**src/hvbs_pkg.sv**
```systemverilog
// Shared types and constants for the HSV value scaling pipeline.
package hvbs_pkg;

  localparam int unsigned ChanW  = 8;
  localparam int unsigned GainW  = 12;
  localparam int unsigned NCells = ChanW;

  localparam logic [GainW-1:0] GAIN_ONE = 12'd256;
  localparam logic [ChanW-1:0] CHAN_MAX = 8'd255;

  // One channel inside the divider row: the partial remainder and a shift
  // register that gives up dividend bits at the top and takes quotient bits
  // in at the bottom.
  typedef struct packed {
    logic [ChanW-1:0] rem;
    logic [ChanW-1:0] bits;
  } chan_t;

  // Everything one divider cell passes to its neighbour.
  typedef struct packed {
    logic [ChanW-1:0] divisor;
    chan_t            red;
    chan_t            green;
    chan_t            blue;
  } cell_data_t;

endpackage

```
**src/hsv_value_brightness_scale_top.sv**
```systemverilog
// Top level of the HSV value scaling block: gain register, front end and divider row.
//
// Each pixel item is scaled so that its largest channel moves to
// min(floor(max * gain / 256), 255) while hue and saturation are kept: every
// channel becomes floor(c * target / max), and a black pixel stays black.
// The block takes one pixel every clock unless the output stalls. Each pixel passes
// through three front-end stages (maximum, value times gain, channel products) and
// then a row of eight identical division cells, each
// resolving one quotient bit for all three channels. The whole pipeline moves
// together; it advances whenever the output register is empty or its item is
// being taken, so s_tready follows m_tready combinationally and a stall on the
// output holds every stage. The gain is written through gain_we/gain_wdata and
// should be changed only while no pixel is in flight; it resets to 256 (unity).
module hsv_value_brightness_scale_top (
  input  logic        clk,
  input  logic        rst,
  // Configuration: gain, unsigned Q4.8.
  input  logic        gain_we,
  input  logic [11:0] gain_wdata,
  // Input pixels.
  input  logic        s_tvalid,
  output logic        s_tready,
  input  logic [23:0] s_tdata,   // in_red [7:0], in_green [15:8], in_blue [23:16]
  // Result pixels.
  output logic        m_tvalid,
  input  logic        m_tready,
  output logic [23:0] m_tdata    // out_red [7:0], out_green [15:8], out_blue [23:16]
);

  logic [hvbs_pkg::GainW-1:0] gain;
  logic                       en;

  // Valid bits and data between neighbouring cells; index 0 is the front end.
  logic                       valid_chain [hvbs_pkg::NCells+1];
  hvbs_pkg::cell_data_t       data_chain  [hvbs_pkg::NCells+1];

  assign en       = !m_tvalid || m_tready;
  assign s_tready = en;

  always_ff @(posedge clk) begin
    if (rst) begin
      gain <= hvbs_pkg::GAIN_ONE;
    end else if (gain_we) begin
      gain <= gain_wdata;
    end
  end

  hvbs_front u_front (
    .clk       (clk),
    .rst       (rst),
    .en        (en),
    .in_valid  (s_tvalid),
    .in_red    (s_tdata[7:0]),
    .in_green  (s_tdata[15:8]),
    .in_blue   (s_tdata[23:16]),
    .gain      (gain),
    .out_valid (valid_chain[0]),
    .out_data  (data_chain[0])
  );

  // The divider row: each cell shifts one more quotient bit into every channel.
  for (genvar i = 0; i < hvbs_pkg::NCells; i++) begin : g_cell
    hvbs_cell u_cell (
      .clk       (clk),
      .rst       (rst),
      .en        (en),
      .in_valid  (valid_chain[i]),
      .in_data   (data_chain[i]),
      .out_valid (valid_chain[i+1]),
      .out_data  (data_chain[i+1])
    );
  end

  // The last cell's registers act as the output register.
  assign m_tvalid = valid_chain[hvbs_pkg::NCells];
  assign m_tdata  = {data_chain[hvbs_pkg::NCells].blue.bits,
                     data_chain[hvbs_pkg::NCells].green.bits,
                     data_chain[hvbs_pkg::NCells].red.bits};

endmodule

```
**src/hvbs_front.sv**
```systemverilog
// Front end: maximum channel, target value and the three channel products.
module hvbs_front (
  input  logic                           clk,
  input  logic                           rst,
  input  logic                           en,
  input  logic                           in_valid,
  input  logic [hvbs_pkg::ChanW-1:0]     in_red,
  input  logic [hvbs_pkg::ChanW-1:0]     in_green,
  input  logic [hvbs_pkg::ChanW-1:0]     in_blue,
  input  logic [hvbs_pkg::GainW-1:0]     gain,
  output logic                           out_valid,
  output hvbs_pkg::cell_data_t           out_data
);

  localparam int unsigned ProdW = hvbs_pkg::ChanW + hvbs_pkg::GainW;

  // Stage one: the pixel as it came in.
  logic                       s1_valid;
  logic [hvbs_pkg::ChanW-1:0] s1_red, s1_green, s1_blue;

  // Stage two: the value times the gain, and the divisor.
  logic                       s2_valid;
  logic [hvbs_pkg::ChanW-1:0] s2_red, s2_green, s2_blue, s2_div;
  logic [ProdW-1:0]           s2_prod;

  logic [hvbs_pkg::ChanW-1:0] mx;
  logic [hvbs_pkg::ChanW-1:0] rg_max;
  logic [hvbs_pkg::ChanW-1:0] target;
  logic [2*hvbs_pkg::ChanW-1:0] p_red, p_green, p_blue;

  always_comb begin
    rg_max = (s1_red > s1_green) ? s1_red : s1_green;
    mx     = (rg_max > s1_blue) ? rg_max : s1_blue;
  end

  // Target saturates at full scale; the product keeps eight fraction bits.
  always_comb begin
    if (s2_prod[ProdW-1:2*hvbs_pkg::ChanW] != '0) begin
      target = hvbs_pkg::CHAN_MAX;
    end else begin
      target = s2_prod[2*hvbs_pkg::ChanW-1:hvbs_pkg::ChanW];
    end
    p_red   = s2_red   * target;
    p_green = s2_green * target;
    p_blue  = s2_blue  * target;
  end

  always_ff @(posedge clk) begin
    if (rst) begin
      s1_valid  <= 1'b0;
      s2_valid  <= 1'b0;
      out_valid <= 1'b0;
    end else if (en) begin
      s1_valid  <= in_valid;
      s2_valid  <= s1_valid;
      out_valid <= s2_valid;
    end
  end

  always_ff @(posedge clk) begin
    if (en) begin
      s1_red   <= in_red;
      s1_green <= in_green;
      s1_blue  <= in_blue;

      s2_red   <= s1_red;
      s2_green <= s1_green;
      s2_blue  <= s1_blue;
      s2_prod  <= mx * gain;
      // A black pixel has all products at zero, so a divisor of one gives zero.
      s2_div   <= (mx == '0) ? hvbs_pkg::ChanW'(1) : mx;

      out_data.divisor    <= s2_div;
      out_data.red.rem    <= p_red[2*hvbs_pkg::ChanW-1:hvbs_pkg::ChanW];
      out_data.red.bits   <= p_red[hvbs_pkg::ChanW-1:0];
      out_data.green.rem  <= p_green[2*hvbs_pkg::ChanW-1:hvbs_pkg::ChanW];
      out_data.green.bits <= p_green[hvbs_pkg::ChanW-1:0];
      out_data.blue.rem   <= p_blue[2*hvbs_pkg::ChanW-1:hvbs_pkg::ChanW];
      out_data.blue.bits  <= p_blue[hvbs_pkg::ChanW-1:0];
    end
  end

endmodule

```
**src/hvbs_cell.sv**
```systemverilog
// One restoring division step for all three channels, registered.
module hvbs_cell (
  input  logic                 clk,
  input  logic                 rst,
  input  logic                 en,
  input  logic                 in_valid,
  input  hvbs_pkg::cell_data_t in_data,
  output logic                 out_valid,
  output hvbs_pkg::cell_data_t out_data
);

  function automatic hvbs_pkg::chan_t div_step(input hvbs_pkg::chan_t c,
                                               input logic [hvbs_pkg::ChanW-1:0] d);
    logic [hvbs_pkg::ChanW:0] trial;
    logic [hvbs_pkg::ChanW:0] diff;
    hvbs_pkg::chan_t          r;
    trial = {c.rem, c.bits[hvbs_pkg::ChanW-1]};
    diff  = trial - {1'b0, d};
    // The remainder stays below the divisor, so it always fits the channel width.
    if (trial >= {1'b0, d}) begin
      r.rem  = diff[hvbs_pkg::ChanW-1:0];
      r.bits = {c.bits[hvbs_pkg::ChanW-2:0], 1'b1};
    end else begin
      r.rem  = trial[hvbs_pkg::ChanW-1:0];
      r.bits = {c.bits[hvbs_pkg::ChanW-2:0], 1'b0};
    end
    return r;
  endfunction

  always_ff @(posedge clk) begin
    if (rst) begin
      out_valid <= 1'b0;
    end else if (en) begin
      out_valid <= in_valid;
    end
  end

  always_ff @(posedge clk) begin
    if (en) begin
      out_data.divisor <= in_data.divisor;
      out_data.red     <= div_step(in_data.red,   in_data.divisor);
      out_data.green   <= div_step(in_data.green, in_data.divisor);
      out_data.blue    <= div_step(in_data.blue,  in_data.divisor);
    end
  end

endmodule

```
**config.mk**
```make
export PLATFORM = sky130hd
export DESIGN_NAME = hsv_value_brightness_scale_top
export DESIGN_NICKNAME = d
export VERILOG_FILES = /design/src/hvbs_pkg.sv /design/src/hsv_value_brightness_scale_top.sv /design/src/hvbs_front.sv /design/src/hvbs_cell.sv
export SDC_FILE = /design/constraint.sdc
export NUM_CORES = 2
export LEC_CHECK = 0
export CAP_MARGIN = 20
export CORE_MARGIN = 2
export CORE_UTILIZATION = 50
export DETAILED_ROUTE_END_ITERATION = 10
export DONT_BUFFER_PORTS = 1
export PLACE_DENSITY_LB_ADDON = 0.25
export SLEW_MARGIN = 20
export SYNTH_ARGS = -nofsm -noshare
export SYNTH_HDL_FRONTEND = slang
export SYNTH_SLANG_ARGS = --single-unit
export TNS_END_PERCENT = 5
```
**constraint.sdc**
```tcl
create_clock -name clk -period 51.2 [get_ports clk]
set_input_delay 7.68 -clock clk [delete_from_list [all_inputs] [get_ports clk]]
set_output_delay 7.68 -clock clk [all_outputs]
set_load 0.01 [all_outputs]
```
# Yosys cells after proc, flatten, opt, wreduce, memory -nomap -nowiden
# Cells that the tools add are included.
# op_classes
addsub	21
multipliers	4
div_mod_pow	0
n_lt_le_gt_ge	26
eq_ne	0
shift	0
muxes	27
bitwise_logic	0
reduce_logical	4
# ops
op	n
$mux 16	21
$ge 9x8->1	24
$sub 8x8->8	21
$mul 8x8->16	3
$mux 8	3
$mul 8x12->20	1
$gt 8x8->1	2
$logic_not 8->1	1
$reduce_bool 4->1	1
$mux 1	3
$logic_not 1->1	1
$logic_or 1x1->1	1
# totals
register_bits	571
latch_bits	0
ramBits	0
romBits	0
inputBits	41
out_inout_bits	26
elab_cells	161
mem_count	0

# Longest topological paths before layout
# logic_depth
depth_word	5
mapped_depth	34
mapped_depth_nobuf	33

# Modules after synthesis
# A second synthesis with hierarchy kept.
# hier_totals
hier_cells	3241
hier_area_um2	38709.6
# by_module_without_submodules
mod	instances	cells_per_inst	area_per_inst_um2	seq_area_each_um2
hvbs_cell at g_cell[0].u_cell ...	7	238	3083.0	1701.6
hvbs_front	1	1295	13549.2	3783.6
hvbs_cell at g_cell[5].u_cell	1	241	3150.5	1701.6
hsv_value_brightness_scale_top	1	39	429.2	240.2

# Least setup slack after synthesis
# No wires, ideal clock.
# synth_timing
path_kind	input to output
from	input m_tready
to	output s_tready
arrival_ns	22.644
required_ns	43.520
path_slack_ns	20.876
stages	3
path_buffers	1
cell_sequence	nor2b_1 > inv_1 > clkbuf_1
# synth_between
elab_chain_cells	1
# synth_rtl
item	line	source
start: declaration	hsv_value_brightness_scale_top.sv:26	input logic m_tready,
$logic_or 1x1->1	hsv_value_brightness_scale_top.sv:37	assign en = !m_tvalid || m_tready;
end: declaration	hsv_value_brightness_scale_top.sv:22	output logic s_tready,
# No other way between the ends.

# Worst setup path in the final report
# Ends and elaborated chain as after synthesis.

==> reports/qor.csv <==
stage,metric,value,unit
status,status,finished clean,
global_route,grtUsageTotal,19.26,%
critical_path,ff2ff_path_depth,32,
synthesis,ys.flop_type,edfxtp_1,
final_layout,regArea,16680,um2
synthesis,netlist-cell-type-count,58,
sta,maxSlewHeadroom,30.29,%
critical_path,crit_fanout,114,
sta,fin_crit,16.68,ns
cts,cts_tree,done,
detailed_routing,num_vias,21233,
floorplanning,core_area,70270,um2
detailed_routing,ant_nets,0,
global_route,antenna_found_initial,0,
worst_hold_path,min_from,g_cell[2].u_cell.out_data[18],
placement,io_buffers,0,
sta,fin_hold_ws,0.4044,ns
worst_hold_path,holdPathEnd,g_cell[3].u_cell.out_data[19],
final_layout,area_growth,9.103,%
cts,insertion_delay,0.60,ns
sta,rsz0062_at_grt,no,
placement,place.gp.congestion,0.8922,
worst_hold_path,hold_depth,0,
global_route,grt_pass1_wl,112900,um
global_route,grt_overflow,0,
synthesis,yosysWarnings,0,
cts,h-tree-depth,3,
floorplanning,die-area,73370,um2
detailed_routing,routed_via_density,5.298,
cts,path_clk_slew,0.06,ns
synthesis,synth_area,35610,um2
detailed_routing,drt_iter0_drc,1154,
critical_path,cp_slowest_stage_delay,0.75,ns
synthesis,synth_cells,2990,
detailed_routing,dr.pass1.iters,5,
sta,hold_viol,0,
sta,fmax,0.05995,GHz
critical_path,critPathCaptureType,output port,
critical_path,worst_setup_path_start_kind,input port,
sta,timing.setup.tns,0,ns
critical_path,required,43.52,ns
floorplanning,die_h,270.9,um
final_layout,final_net_count,3600,
sta,report.final.slew_viol_count,0,
synthesis,async_reset_ff_share,0,%
critical_path,path_class,input port to output port,
cts,cts_resized,0,
sta,tightest_slew,1.046,ns
cts,cts_root_buf,clkbuf_16,
global_route,grt_pass1_vias,22182,
final_layout,diodes,0,
run,maxCapViolCount,0,
placement,dpl.hpwl,52770,um
floorplanning,initial_core_util,50.68,%
critical_path,crit_arrival,9.00,ns
detailed_routing,wl_per_cell,17.22,um
sta,fin_skew,0.02299,ns
final_layout,multi_input_area,16990,um2
detailed_routing,drc,0,
cts,cts.sinks,563,
final_layout,drive_gt1_share,8.442,%
critical_path,cp_num_buf_inv,1,
detailed_routing,wl,69040,um
cts,cts.path.max_buffers,3,
global_route,grt_max_degree,115,
synthesis,ys_ff_latch,563,
worst_hold_path,hp-class,flip-flop to flip-flop,
synthesis,seq_area_frac_synth,46.83,%
sta,finalSetupViolCount,0,
synthesis,synth_area_per_cell,11.91,um2
floorplanning,io_pins,67,
synthesis,syn_nets,3572,
cts,cts_made_buffers,66,
critical_path,path_cells,nor2b_1 > inv_8,
synthesis,synth_edf_count,540,
floorplanning,num_rows,97,
critical_path,cp_slowest_cell,nor2b_1,
cts,hold_buffers,0,
critical_path,crit_family,simple AND/OR/NAND/NOR gates,
cts,cts_setup_buffers,0,
critical_path,reg2reg_from,u_front.s1_green[1],
final_layout,filler_cell_count,5843,
critical_path,timing.rr.end,u_front.s2_prod[19],
critical_path,r2r_setup_slack,42.65,ns
sta,fin_crit_sh,32.58,%
floorplanning,die_w,270.9,um
==> synthesized netlist by cell type (8+ instances only) <==
| master | instances | share of area [%] |
|---|---|---|
| edfxtp_1 | 540 | 46 |
| inv_1 | 436 | 4.6 |
| ha_1 | 353 | 12 |
| nor2_1 | 210 | 2.2 |
| nand2_1 | 201 | 2.1 |
| fa_1 | 188 | 11 |
| and2_1 | 174 | 3.1 |
| o21ai_0 | 134 | 1.9 |
| mux2_2 | 105 | 3.3 |
| xnor2_1 | 77 | 1.9 |
| a21boi_0 | 72 | 1.5 |
| mux2i_1 | 59 | 1.7 |
| nor2b_1 | 55 | 0.97 |
| a21oi_1 | 50 | 0.70 |
| nand4_1 | 43 | 0.76 |
| a21o_1 | 41 | 0.86 |
| nand2b_1 | 35 | 0.61 |
| xor2_1 | 26 | 0.64 |
| buf_4 | 25 | 0.53 |
| clkbuf_1 | 25 | 0.26 |
| dfxtp_1 | 23 | 1.3 |
| a311oi_1 | 21 | 0.52 |
| nor2_2 | 21 | 0.37 |
| nor3_1 | 8 | 0.11 |
==> sequential cells by signal, indices dropped and copies added, names as in the netlist <==
register	count
u_front.s2_div	8
u_front.out_data	56
u_front.s1_green	8
u_front.s2_blue	8
g_cell.u_cell.out_valid	8
u_front.s2_green	8
u_front.s1_valid	1
u_front.s2_valid	1
u_front.out_valid	1
u_front.s2_red	8
g_cell.u_cell.out_data	416
u_front.s1_blue	8
u_front.s2_prod	12
u_front.s1_red	8
gain	12
==> worst register-to-register path: cells and delay by family, from the launching register on <==
family | cells | cell delay [ns]
buffers and inverters | 6 | 0.60
flip-flops | 1 | 0.44
AO/OA/AOI/OAI | 10 | 2.24
adder cells (fa/ha/maj) | 7 | 2.92
multiplexers | 1 | 0.31
XOR/XNOR | 1 | 0.12
AND/OR/NAND/NOR | 7 | 1.67
==> metal layers <==
layer  track usage, %  share of wire, %  vias up  wire, um
met3            2.805               3.4      143      2379
met4            6.703               3.3        0      2249
li1                 -                 -    10287         -
met1            23.82                42    10423     29180
met2            34.33                51      380     35230
met5                0                 0        -         0
==> cell usage in the layout (no fill, tap or decap), drive strengths merged, types with 2 or more instances in the layout <==
master	n
a21boi	74
mux2i	59
dfxtp	23
clkbuf	78
nor3	8
nor2b	55
a21o	41
and4	3
xnor2	77
nand2b	35
nor2	231
bufinv	8
o211ai	2
ha	353
nand2	201
o41ai	7
mux2	105
a311oi	21
nand3	5
and2	174
nor4	2
o21a	5
a31oi	5
inv	440
edfxtp	540
fa	188
clkinvlp	3
a211oi	2
a21oi	51
clkinv	25
o31a	3
o21ai	139
and3	3
buf	17
nand4	43
xor2	26
a211o	3
==> layout make-up <==
class | count | share of cell area (%)
flip-flops and latches | 563 | 42.92
clock buffers | 78 | 4.582
clock inverters | 40 | 1.179
inverters | 436 | 4.231
repair buffers | 17 | 0.3381
multi-input cells | 1934 | 43.72
well taps | 940 | 3.027
==> kinds of logic after synthesis <==
logic type / synth area share, %
compound gates: 6.655
xor+xnor: 2.533
fa+ha+maj: 22.97
buf+inv: 5.470
flops: 46.83
mux: 4.979
simple gates: 10.56
==> through the flow <==
stage | utilization [%] | setup slack, ns | area [um2] | instances
after floorplan | - | 20.88 | 35610 | 2990
after global placement | 52.10 | 34.62 | 36610 | 3890
after detailed placement | 52.10 | 34.54 | 36610 | 3890
after CTS | 55.29 | 34.55 | 38850 | 4008
after global routing | 55.29 | 34.40 | 38850 | 4008
final | 55.29 | 34.52 | 38850 | 4008
==> worst max path at each step <==
stage / from / endpoint / slack [ns] / cells after the start
2_1_floorplan: m_tready / s_tready / 20.88 / 3
3_3_place_gp: m_tready / s_tready / 34.62 / 2
3_5_place_dp: m_tready / s_tready / 34.54 / 2
4_1_cts: m_tready / s_tready / 34.55 / 2
5_1_grt: m_tready / s_tready / 34.40 / 2
6_report: m_tready / s_tready / 34.52 / 2
Power is left out: the tool's default activity adds up to more than one toggle a clock period on the data nets, which glitch-free logic cannot reach.
